`src/sv/sbht_ram.sv`:
```
`timescale 1ns / 1ps
// ----------------------------------------------------------------------------
// Generic single-clock RAM
// One write port and one read port; read data is registered and holds its
// value while no read is requested.
// ----------------------------------------------------------------------------
module sbht_ram #(
   parameter int WIDTH = 32,
   parameter int DEPTH = 64
) (
   input  logic                                   clock,
   input  logic                                   wr_en,
   input  logic [(DEPTH > 1 ? $clog2(DEPTH) : 1)-1:0] wr_addr,
   input  logic [WIDTH-1:0]                       wr_data,
   input  logic                                   rd_en,
   input  logic [(DEPTH > 1 ? $clog2(DEPTH) : 1)-1:0] rd_addr,
   output logic [WIDTH-1:0]                       rd_data
);

   logic [WIDTH-1:0] mem_ff [DEPTH];
   logic [WIDTH-1:0] rd_data_ff;

   always_ff @(posedge clock) begin
      if (wr_en) begin
         mem_ff[wr_addr] <= wr_data;
      end
      if (rd_en) begin
         rd_data_ff <= mem_ff[rd_addr];
      end
   end

   assign rd_data = rd_data_ff;

endmodule

```
`config.mk`:
```
export PLATFORM = sky130hd
export DESIGN_NAME = sbht_ram
export DESIGN_NICKNAME = d
export VERILOG_FILES = /design/src/sv/sbht_ram.sv
export SDC_FILE = /design/constraint.sdc
export NUM_CORES = 2
export LEC_CHECK = 0
export ABC_AREA = 0
export BUFFER_PORTS_ARGS = -buffer_cell sky130_fd_sc_hd__buf_2
export CORE_ASPECT_RATIO = 1.5
export CORE_MARGIN = 1.5
export CORE_UTILIZATION = 63
export DETAILED_ROUTE_END_ITERATION = 10
export PLACE_DENSITY = 0.79
export SLEW_MARGIN = 20
export SYNTH_ARGS = -nofsm -noshare
export SYNTH_HDL_FRONTEND = slang
export SYNTH_SLANG_ARGS = --single-unit
```
`constraint.sdc`:
```
create_clock -name clock -period 5.3 [get_ports clock]
set_clock_uncertainty 0.15 [all_clocks]
set_input_delay 0.53 -clock clock [delete_from_list [all_inputs] [get_ports clock]]
set_output_delay 0.53 -clock clock [all_outputs]
set_load 0.01 [all_outputs]
```
==> run_results.csv <==
group,metric,value,unit
die,coreArea,0.124,mm²
global_route,grt_pass1_wl,299000,µm
timing,timing.hold.ws,0.0888,ns
yosys,yosysMostFrequentCell,"edfxtp_1",
global_route,grt_max_degree,89,
run_status,status,"finished, final reports clean",
detailed_routing,via_per_inst,7.34,
yosys,synthCells,3324,
yosys,synth_top_area_share,79.2,%
die,start_util,63.6,%
cts,cts_resized,0,
yosys,synth_edf_count,2080,
power,p_sw,6.94,mW
detailed_routing,avgRoutedWirePerCell,40.6,µm
detailed_routing,wirelength,214000,µm
yosys,synth-main-ff-cell,"edfxtp_1",
die,die_y,436,µm
power,p_comb_share,5.4,%
die,ios,79,
yosys,syn_area_per_cell,23.7,µm²
cts,cts_htree_levels,4,
placed_design,placed_cell_area,0.0820,mm²
timing,final_hold_viol_count,0,
power,pwr_density_cell,374,mW/mm²
critical_path,worst_r2r_path_depth,4,
yosys,ys_seq_elements,2080,
timing,finalSetupViolations,0,
hold_path,hold_depth,3,
detailed_routing,first_pass_iters,7,
die,rows,158,
yosys,synthTopCellsByCount,"2080 x edfxtp_1, 544 x mux4_2, 137 x nor2_1",
timing,grt_setup_unrepaired,"false",
power,leakagePower,27.1,nW
yosys,async_flop_share,0,%
cts,clkSinkCount,2080,
critical_path,worstPathArrival,3.71,ns
cts,cts_made_buffers,173,
layout,regArea,0.0625,mm²
global_route,overflow,0,
timing,drv_slew,0,
critical_path,path_class,"in2reg",
yosys,netlist_area,0.0788,mm²
detailed_routing,ant_nets,0,
detailed_routing,drt-initial-drc-count,6136,
critical_path,end_kind,"flop",
timing,max_freq,0.301,GHz
layout,multi_input_area,0.0160,mm²
yosys,synth_seq_area_share,79.2,%
layout,nets,3570,
timing,tightestPinTransition,1.13,ns
critical_path,critPathLaunchType,"primary input",
timing,fin_setup_tns,0,ns
layout,drive_above_1_share,28.6,%
power,p_int,25.8,mW
power,p_seq_share,56.0,%
die,die_area,0.127,mm²
layout,fin_area,0.0875,mm²
layout,area_growth,11.0,%
cts,post_cts_buffers,0,
timing,period_minus_slack,3.32,ns
die,die-width,292,µm
flow_run,maxCapViolCount,0,
yosys,yosysWarnings,0,
power,vdd_drop_max,367,µV
hold_path,hold_path.class,"in2reg",
cts,clkLatencyLatePin,0.81,ns
placed_design,place.gp.congestion,0.897,
cts,clk_pin_slew,0.07,ns
critical_path,cp_data_required_time,5.69,ns
power,p_clk_share,38.6,%
global_route,grt_usage,34.4,%
placed_design,numPortBuffers,78,
detailed_routing,num_vias,38600,
placed_design,dp_hpwl,115000,µm
power,switching_share,21.2,%
critical_path,critPathMaxFanout,46,
cts,hold_buffers,0,
global_route,grt_pass1_vias,39700,
yosys,synthTopCellsByArea,"edfxtp_1 79%, mux4_2 16%, mux2i_1 1.2%",
yosys,ys_types,33,
yosys,yosys.area.top_type,"edfxtp_1",
cts,clockBufferDepth,3,
yosys,synth_nets,3371,
timing,maxSlewHeadroom,24.8,%
cts,root_buffer,"clkbuf_16",
cts,tritoncts,"done",
layout,fillers,6572,
detailed_routing,remaining_drc_errors,0,
global_route,antenna_found_initial,17,
timing,fin_crit_sh,62.6,%
[power by group through the flow]
stage          combinational, mW  sequential (mW)  clock (mW)
2_1_floorplan              0.886             18.6           0
3_3_place_gp                1.64             18.6           0
3_5_place_dp                1.70             18.7           0
4_1_cts                     1.73             18.3        12.7
5_1_grt                     1.81             18.3        13.2
6_report                    1.77             18.3        12.6
[state kept, by name, summed over array words and instances (netlist names)]
signal	flops
rd_data	32
mem_ff	2048
[cell families (layout without fill, tap and decap cells)]
| kind of cell | count (synthesis) | after routing | synth area share [%] |
|---|---|---|---|
| and+or+nand+nor | 223 | 223 | 1.26 |
| other | 0 | 3 | 0 |
| buffers and inverters | 182 | 515 | 1.12 |
| AOI/OAI and AO/OA | 202 | 202 | 1.67 |
| muxes | 637 | 637 | 16.7 |
| DFF | 2080 | 2080 | 79.2 |
[metal layers]
layer | wire length, µm | global-route usage [%] | up-vias
li1 | - | - | 14600
met1 | 65100 | 42.0 | 19900
met2 | 105000 | 55.9 | 3288
met3 | 26100 | 8.13 | 776
met4 | 17000 | 22.2 | 18
met5 | 118 | 0 | -
[final timing paths]
path	slack [ns]	startpoint	endpoint
setup / recovery	1.98	rd_addr[0]	rd_data[23]
hold / removal	0.09	rd_addr[4]	rd_data[22]
hold reg to reg	0.71	mem_ff[28][20]	rd_data[20]
setup reg to reg	2.54	mem_ff[27][15]	rd_data[15]
[cells in the final DEF, fill, tap and decap left out, types with 4 or more instances in the layout]
cell / instances
edfxtp_1: 2080
mux4_2: 544
clkbuf_16: 181
buf_4: 140
mux2i_1: 93
o22ai_1: 84
nor2_1: 74
nor2_4: 63
a21oi_1: 62
buf_2: 51
clkinv_1: 46
clkbuf_1: 38
o221ai_1: 27
nand2_1: 25
clkinv_2: 18
nor2b_1: 15
bufinv_16: 14
a22oi_1: 12
buf_12: 11
nand2b_1: 8
a311oi_1: 8
nand3b_1: 5
nor3_1: 5
nand3_1: 5
and3_1: 4
a41o_1: 4
o32ai_1: 4
inv_6: 4
clkinv_4: 4
[stage by stage]
stage,instances,setup slack [ns],total power [mW],util [%]
after CTS,5256,2.03,32.7,70.5
after global routing,5257,1.91,33.3,70.6
after global placement,4947,1.33,20.3,66.1
after detailed placement,4947,1.31,20.4,66.1
after floorplan,3324,1.46,19.5,-
final,5260,1.98,32.7,70.6
[worst max-delay path: stages]
cell	delay [ns]
buf_8	0.44
buf_12	0.43
buf_4	0.45
mux4_2	0.59
mux4_2	0.49
o22ai_1	0.56
nor2_1	0.12
[cell type report]
cell class | instances | area share (%)
antenna | 3 | 0.00858
clock inverter | 90 | 0.909
sequential | 2080 | 71.4
timing repair buffer | 206 | 1.83
multi-input combinational | 1062 | 18.3
tap | 1600 | 2.29
clock buffer | 219 | 5.34
Note: power is estimated with default switching activity, not from simulation.
