[config.mk]
export PLATFORM = sky130hd
export DESIGN_NAME = sbht_divider
export DESIGN_NICKNAME = d
export VERILOG_FILES = /design/src/sv/sbht_pkg.sv /design/src/sv/sbht_divider.sv
export SDC_FILE = /design/constraint.sdc
export NUM_CORES = 1
export LEC_CHECK = 0
export BUFFER_PORTS_ARGS = -buffer_cell sky130_fd_sc_hd__buf_2
export CORE_MARGIN = 4
export CORE_UTILIZATION = 40
export DETAILED_ROUTE_END_ITERATION = 10
export PLACE_DENSITY = 0.67
export SLEW_MARGIN = 20
export SYNTH_ARGS = -nofsm -noshare
export SYNTH_HDL_FRONTEND = slang
export SYNTH_SLANG_ARGS = --single-unit
[constraint.sdc]
create_clock -name clock -period 3.1 [get_ports clock]
set_input_delay 0.465 -clock clock [delete_from_list [all_inputs] [get_ports clock]]
set_output_delay 0.465 -clock clock [all_outputs]
set_load 0.05 [all_outputs]
[src/sv/sbht_pkg.sv]
`timescale 1ns / 1ps
// ----------------------------------------------------------------------------
// Spectral band history tracker package
// Field widths, register map and controller states shared by the block.
// ----------------------------------------------------------------------------
package sbht_pkg;

   localparam int MAG_W      = 25;  // bin magnitude, band level, history mean
   localparam int IDX_W      = 9;   // bin index within a frame
   localparam int BAND_OUT_W = 7;   // band index on the result channel
   localparam int ACC_W      = 27;  // band accumulator, wraps at this width
   localparam int LEN_W      = 7;   // history length register
   localparam int CSR_DATA_W = 32;
   localparam int CSR_ADDR_W = 3;

   localparam logic [LEN_W-1:0] HISTORY_LEN_RESET = 7'd43;

   // Register index as decoded from the word address.
   localparam logic CSR_IDX_HISTORY_LEN = 1'b0;

   typedef enum logic [2:0] {
      ST_IDLE,
      ST_DECODE,
      ST_ACCUM,
      ST_DIV_LEVEL,
      ST_UPDATE,
      ST_DIV_MEAN
   } sbht_state_type;

endpackage

[src/sv/sbht_divider.sv]
`timescale 1ns / 1ps
// ----------------------------------------------------------------------------
// Serial unsigned divider
// Restoring division, one quotient bit per cycle; the quotient holds after
// busy falls until the next start.
// ----------------------------------------------------------------------------
module sbht_divider
   import sbht_pkg::*;
#(
   parameter int DVD_W = 32,
   parameter int DVR_W = 7
) (
   input  logic             clock,
   input  logic             reset,
   input  logic             start,
   input  logic [DVD_W-1:0] dividend,
   input  logic [DVR_W-1:0] divisor,
   output logic             busy,
   output logic [DVD_W-1:0] quotient
);

   localparam int CNT_W = $clog2(DVD_W + 1);

   logic             busy_ff, busy_in;
   logic [CNT_W-1:0] cnt_ff, cnt_in;
   logic [DVD_W-1:0] quo_ff, quo_in;
   logic [DVR_W-1:0] rem_ff, rem_in;
   logic [DVR_W-1:0] dvr_ff, dvr_in;
   logic [DVR_W:0]   shifted;
   logic [DVR_W:0]   diff;

   always_comb begin
      busy_in = busy_ff;
      cnt_in  = cnt_ff;
      quo_in  = quo_ff;
      rem_in  = rem_ff;
      dvr_in  = dvr_ff;
      shifted = {rem_ff, quo_ff[DVD_W-1]};
      diff    = shifted - {1'b0, dvr_ff};
      if (start) begin
         busy_in = 1'b1;
         cnt_in  = CNT_W'(DVD_W);
         quo_in  = dividend;
         rem_in  = '0;
         dvr_in  = divisor;
      end else if (busy_ff) begin
         // The partial remainder stays below the divisor, so it fits DVR_W bits.
         if (!diff[DVR_W]) begin
            rem_in = diff[DVR_W-1:0];
            quo_in = {quo_ff[DVD_W-2:0], 1'b1};
         end else begin
            rem_in = shifted[DVR_W-1:0];
            quo_in = {quo_ff[DVD_W-2:0], 1'b0};
         end
         cnt_in = cnt_ff - CNT_W'(1);
         if (cnt_ff == CNT_W'(1)) begin
            busy_in = 1'b0;
         end
      end
   end

   always_ff @(posedge clock) begin
      if (reset) begin
         busy_ff <= 1'b0;
         cnt_ff  <= '0;
      end else begin
         busy_ff <= busy_in;
         cnt_ff  <= cnt_in;
      end
      quo_ff <= quo_in;
      rem_ff <= rem_in;
      dvr_ff <= dvr_in;
   end

   assign busy     = busy_ff;
   assign quotient = quo_ff;

endmodule

==> results.yml <==
critical_path:
  cpPeakStageDelay_ps: 400
  critPathMostFrequentCell: "inv_1"
  start_kind: "flip-flop"
  cp_cell_sequence: "inv_1, ha_1, inv_1, fa_1, a211o_1, a2111oi_2, nand3b_1, nand3_1, a311oi_2"
  worst-setup-path-type: "flip-flop to flip-flop"
  critPathBufInv: 2
  cp_max_fo: 3
  cp.arrival_ps: 2470
  endpoint_kind: "flip-flop"
  critPathSlowestCell: "fa_1"
  required_ps: 3320
  worstReg2RegStart: "quotient[31]"
  critPathLaunch: "quotient[31]"
  crit_family: "compound AO/OA/AOI/OAI gates"
yosys:
  synth_area_per_cell_sq_um: 13.1
  ys_seq_elements: 53
  synthFlopType: "edfxtp_1"
  ys_warn_count: 0
  synth_edf_count: 39
  synth_cells: 198
  async_flop_share: 0
  synth_nets: 250
  ys_seq_area_frac: 0.559
  ys_types: 43
  synth_area_sq_um: 2600
final_layout:
  areaGrowthSynthToFinish_pct: 22.0
  layout_commonest_cell: "buf_2"
  most-common-layout-cells: "buf_2, edfxtp_1, mux2_2, dfxtp_1, inv_1"
  nFillCells: 607
  drive_gt1_frac: 0.467
  multi_input_area_sq_um: 1070
  nets: 327
  n_antenna_cell: 0
  seq_area_sq_um: 1450
hold_path:
  holdCritPathClass: "input pin to flip-flop"
  hp-start: "divisor[3]"
sta:
  setup_ws_ps: 855
  setup_tns_ps: 0
  tightestPinTransition_ps: 495
  holdWs_ps: 333
  slew_viol_final: 0
  rsz0062_at_grt: "no"
  finalCriticalPeriod_ps: 2240
  finalHoldViolations: 0
  clock.fmax_mhz: 445
  finalCritPeriodShare: 0.724
  max-slew-margin-rel: 0.670
  final.setup_skew_ps: 3.88
  setup_viol: 0
place:
  io_buffers: 74
  pre_cts_slack_ps: 886
  routabilityCongestion: 0.816
  place_hpwl_um: 3760
pwr:
  ir_drop_mv: 0.414
  p_leak_nw: 1.28
  p_per_area_nw_per_um2: 582
  finalPower_mw: 1.84
routing:
  post_drt_wl_per_cell_um: 14.6
  antenna_left: 0
  drc: 0
  via_per_inst: 5.11
  first_iter_violations: 82
  dr_total_vias: 1805
  dr.pass1.iters: 4
  postRouteWirelength_um: 5140
clock_network:
  cts_buffer_depth: 2
  clock_latency_ps: 300
  cts_htree_levels: 2
  postCtsSetupRepairBufs: 0
  path_clk_slew_ps: 90
  cts_tree: "built"
  post_cts_resized: 0
  numClockSinks: 53
  hold_buffers: 0
  cts_inserted_buffers: 5
  clockRootBuffer: "clkbuf_8"
grt:
  use_met2: 0.219
  grt_max_degree: 33
  grt.total_usage: 0.140
  gr-total-overflow: 0
  antenna_found_initial: 0
  grt_pass1_wl_um: 8580
  grt_use_met3: 0.0549
  grt-busiest-layer: "met2"
  grt_pass1_vias: 1824
  met1_usage: 0.178
outcome:
  status: "completed"
die:
  die_x_um: 88.6
  row_count: 29
  die_h_um: 88.6
  coreArea_sq_um: 6310
  ios: 75
  die_area_sq_um: 7840
  start_util: 0.411
run:
  cap_violations: 0
==> layer usage <==
metal / up-vias / wire length, um / part of all wire
met5: - / 0 / 0
met4: 0 / 48 / 0.0093
met3: 4 / 431 / 0.084
met2: 54 / 2460 / 0.48
met1: 846 / 2200 / 0.43
li1: 901 / - / -
==> logic make-up after synthesis <==
| kind of cell | count (synthesis) | synth area share |
|---|---|---|
| AO/OA/AOI/OAI | 36 | 0.119 |
| AND/OR/NAND/NOR | 40 | 0.0800 |
| XOR/XNOR | 8 | 0.0270 |
| buffers and inverters | 20 | 0.0294 |
| multiplexers | 31 | 0.134 |
| adder cells (fa/ha/maj) | 10 | 0.0511 |
| flip-flops | 53 | 0.559 |
==> synthesized netlist by cell type (3+ instances only) <==
| master | n | area share |
|---|---|---|
| mux2_2 | 31 | 0.13 |
| edfxtp_1 | 39 | 0.45 |
| inv_1 | 13 | 0.019 |
| a311oi_1 | 5 | 0.017 |
| xnor2_1 | 5 | 0.017 |
| nand2_1 | 6 | 0.0087 |
| nor3_1 | 6 | 0.012 |
| nand3_1 | 6 | 0.012 |
| dfxtp_1 | 14 | 0.11 |
| a21oi_1 | 5 | 0.0096 |
| o21ai_1 | 7 | 0.013 |
| ha_1 | 9 | 0.043 |
| clkbuf_1 | 4 | 0.0058 |
| xor2_1 | 3 | 0.010 |
| nor2_1 | 11 | 0.016 |
==> metrics by stage <==
stage                      util  std cells  area, sq um
after global placement    0.484        345         3060
after CTS                 0.502        353         3170
after floorplan               -        198         2600
final                     0.502        353         3170
after global routing      0.502        353         3170
after detailed placement  0.484        345         3060
==> layout make-up <==
cell class	count	area share
Inverter	13	0.0154
Clock inverter	3	0.0130
Sequential cell	53	0.458
Timing Repair Buffer	77	0.124
Tap cell	77	0.0304
Multi-Input combinational cell	125	0.337
Clock buffer	5	0.0217
==> registers in the layout, indices dropped and copies added (netlist names) <==
name      flops
quotient     32
dvr_ff        7
rem_ff        7
cnt_ff        6
busy          1
==> final timing paths <==
check | to | slack [ps] | depth (start not counted)
worst max-delay path | rem_ff[6] | 860 | 9
worst min-delay path | dvr_ff[3] | 330 | 1
worst max register to register | rem_ff[6] | 860 | 9
worst min register to register | cnt_ff[1] | 520 | 2
==> where the power goes <==
| part | total [mW] | internal [mW] | switching [mW] |
|---|---|---|---|
| logic | 0.503 | 0.170 | 0.333 |
| clock network | 0.462 | 0.238 | 0.224 |
| registers | 0.880 | 0.843 | 0.0371 |
| total | 1.84 | 1.25 | 0.594 |
No activity file was read; power rests on OpenSTA's default activity.
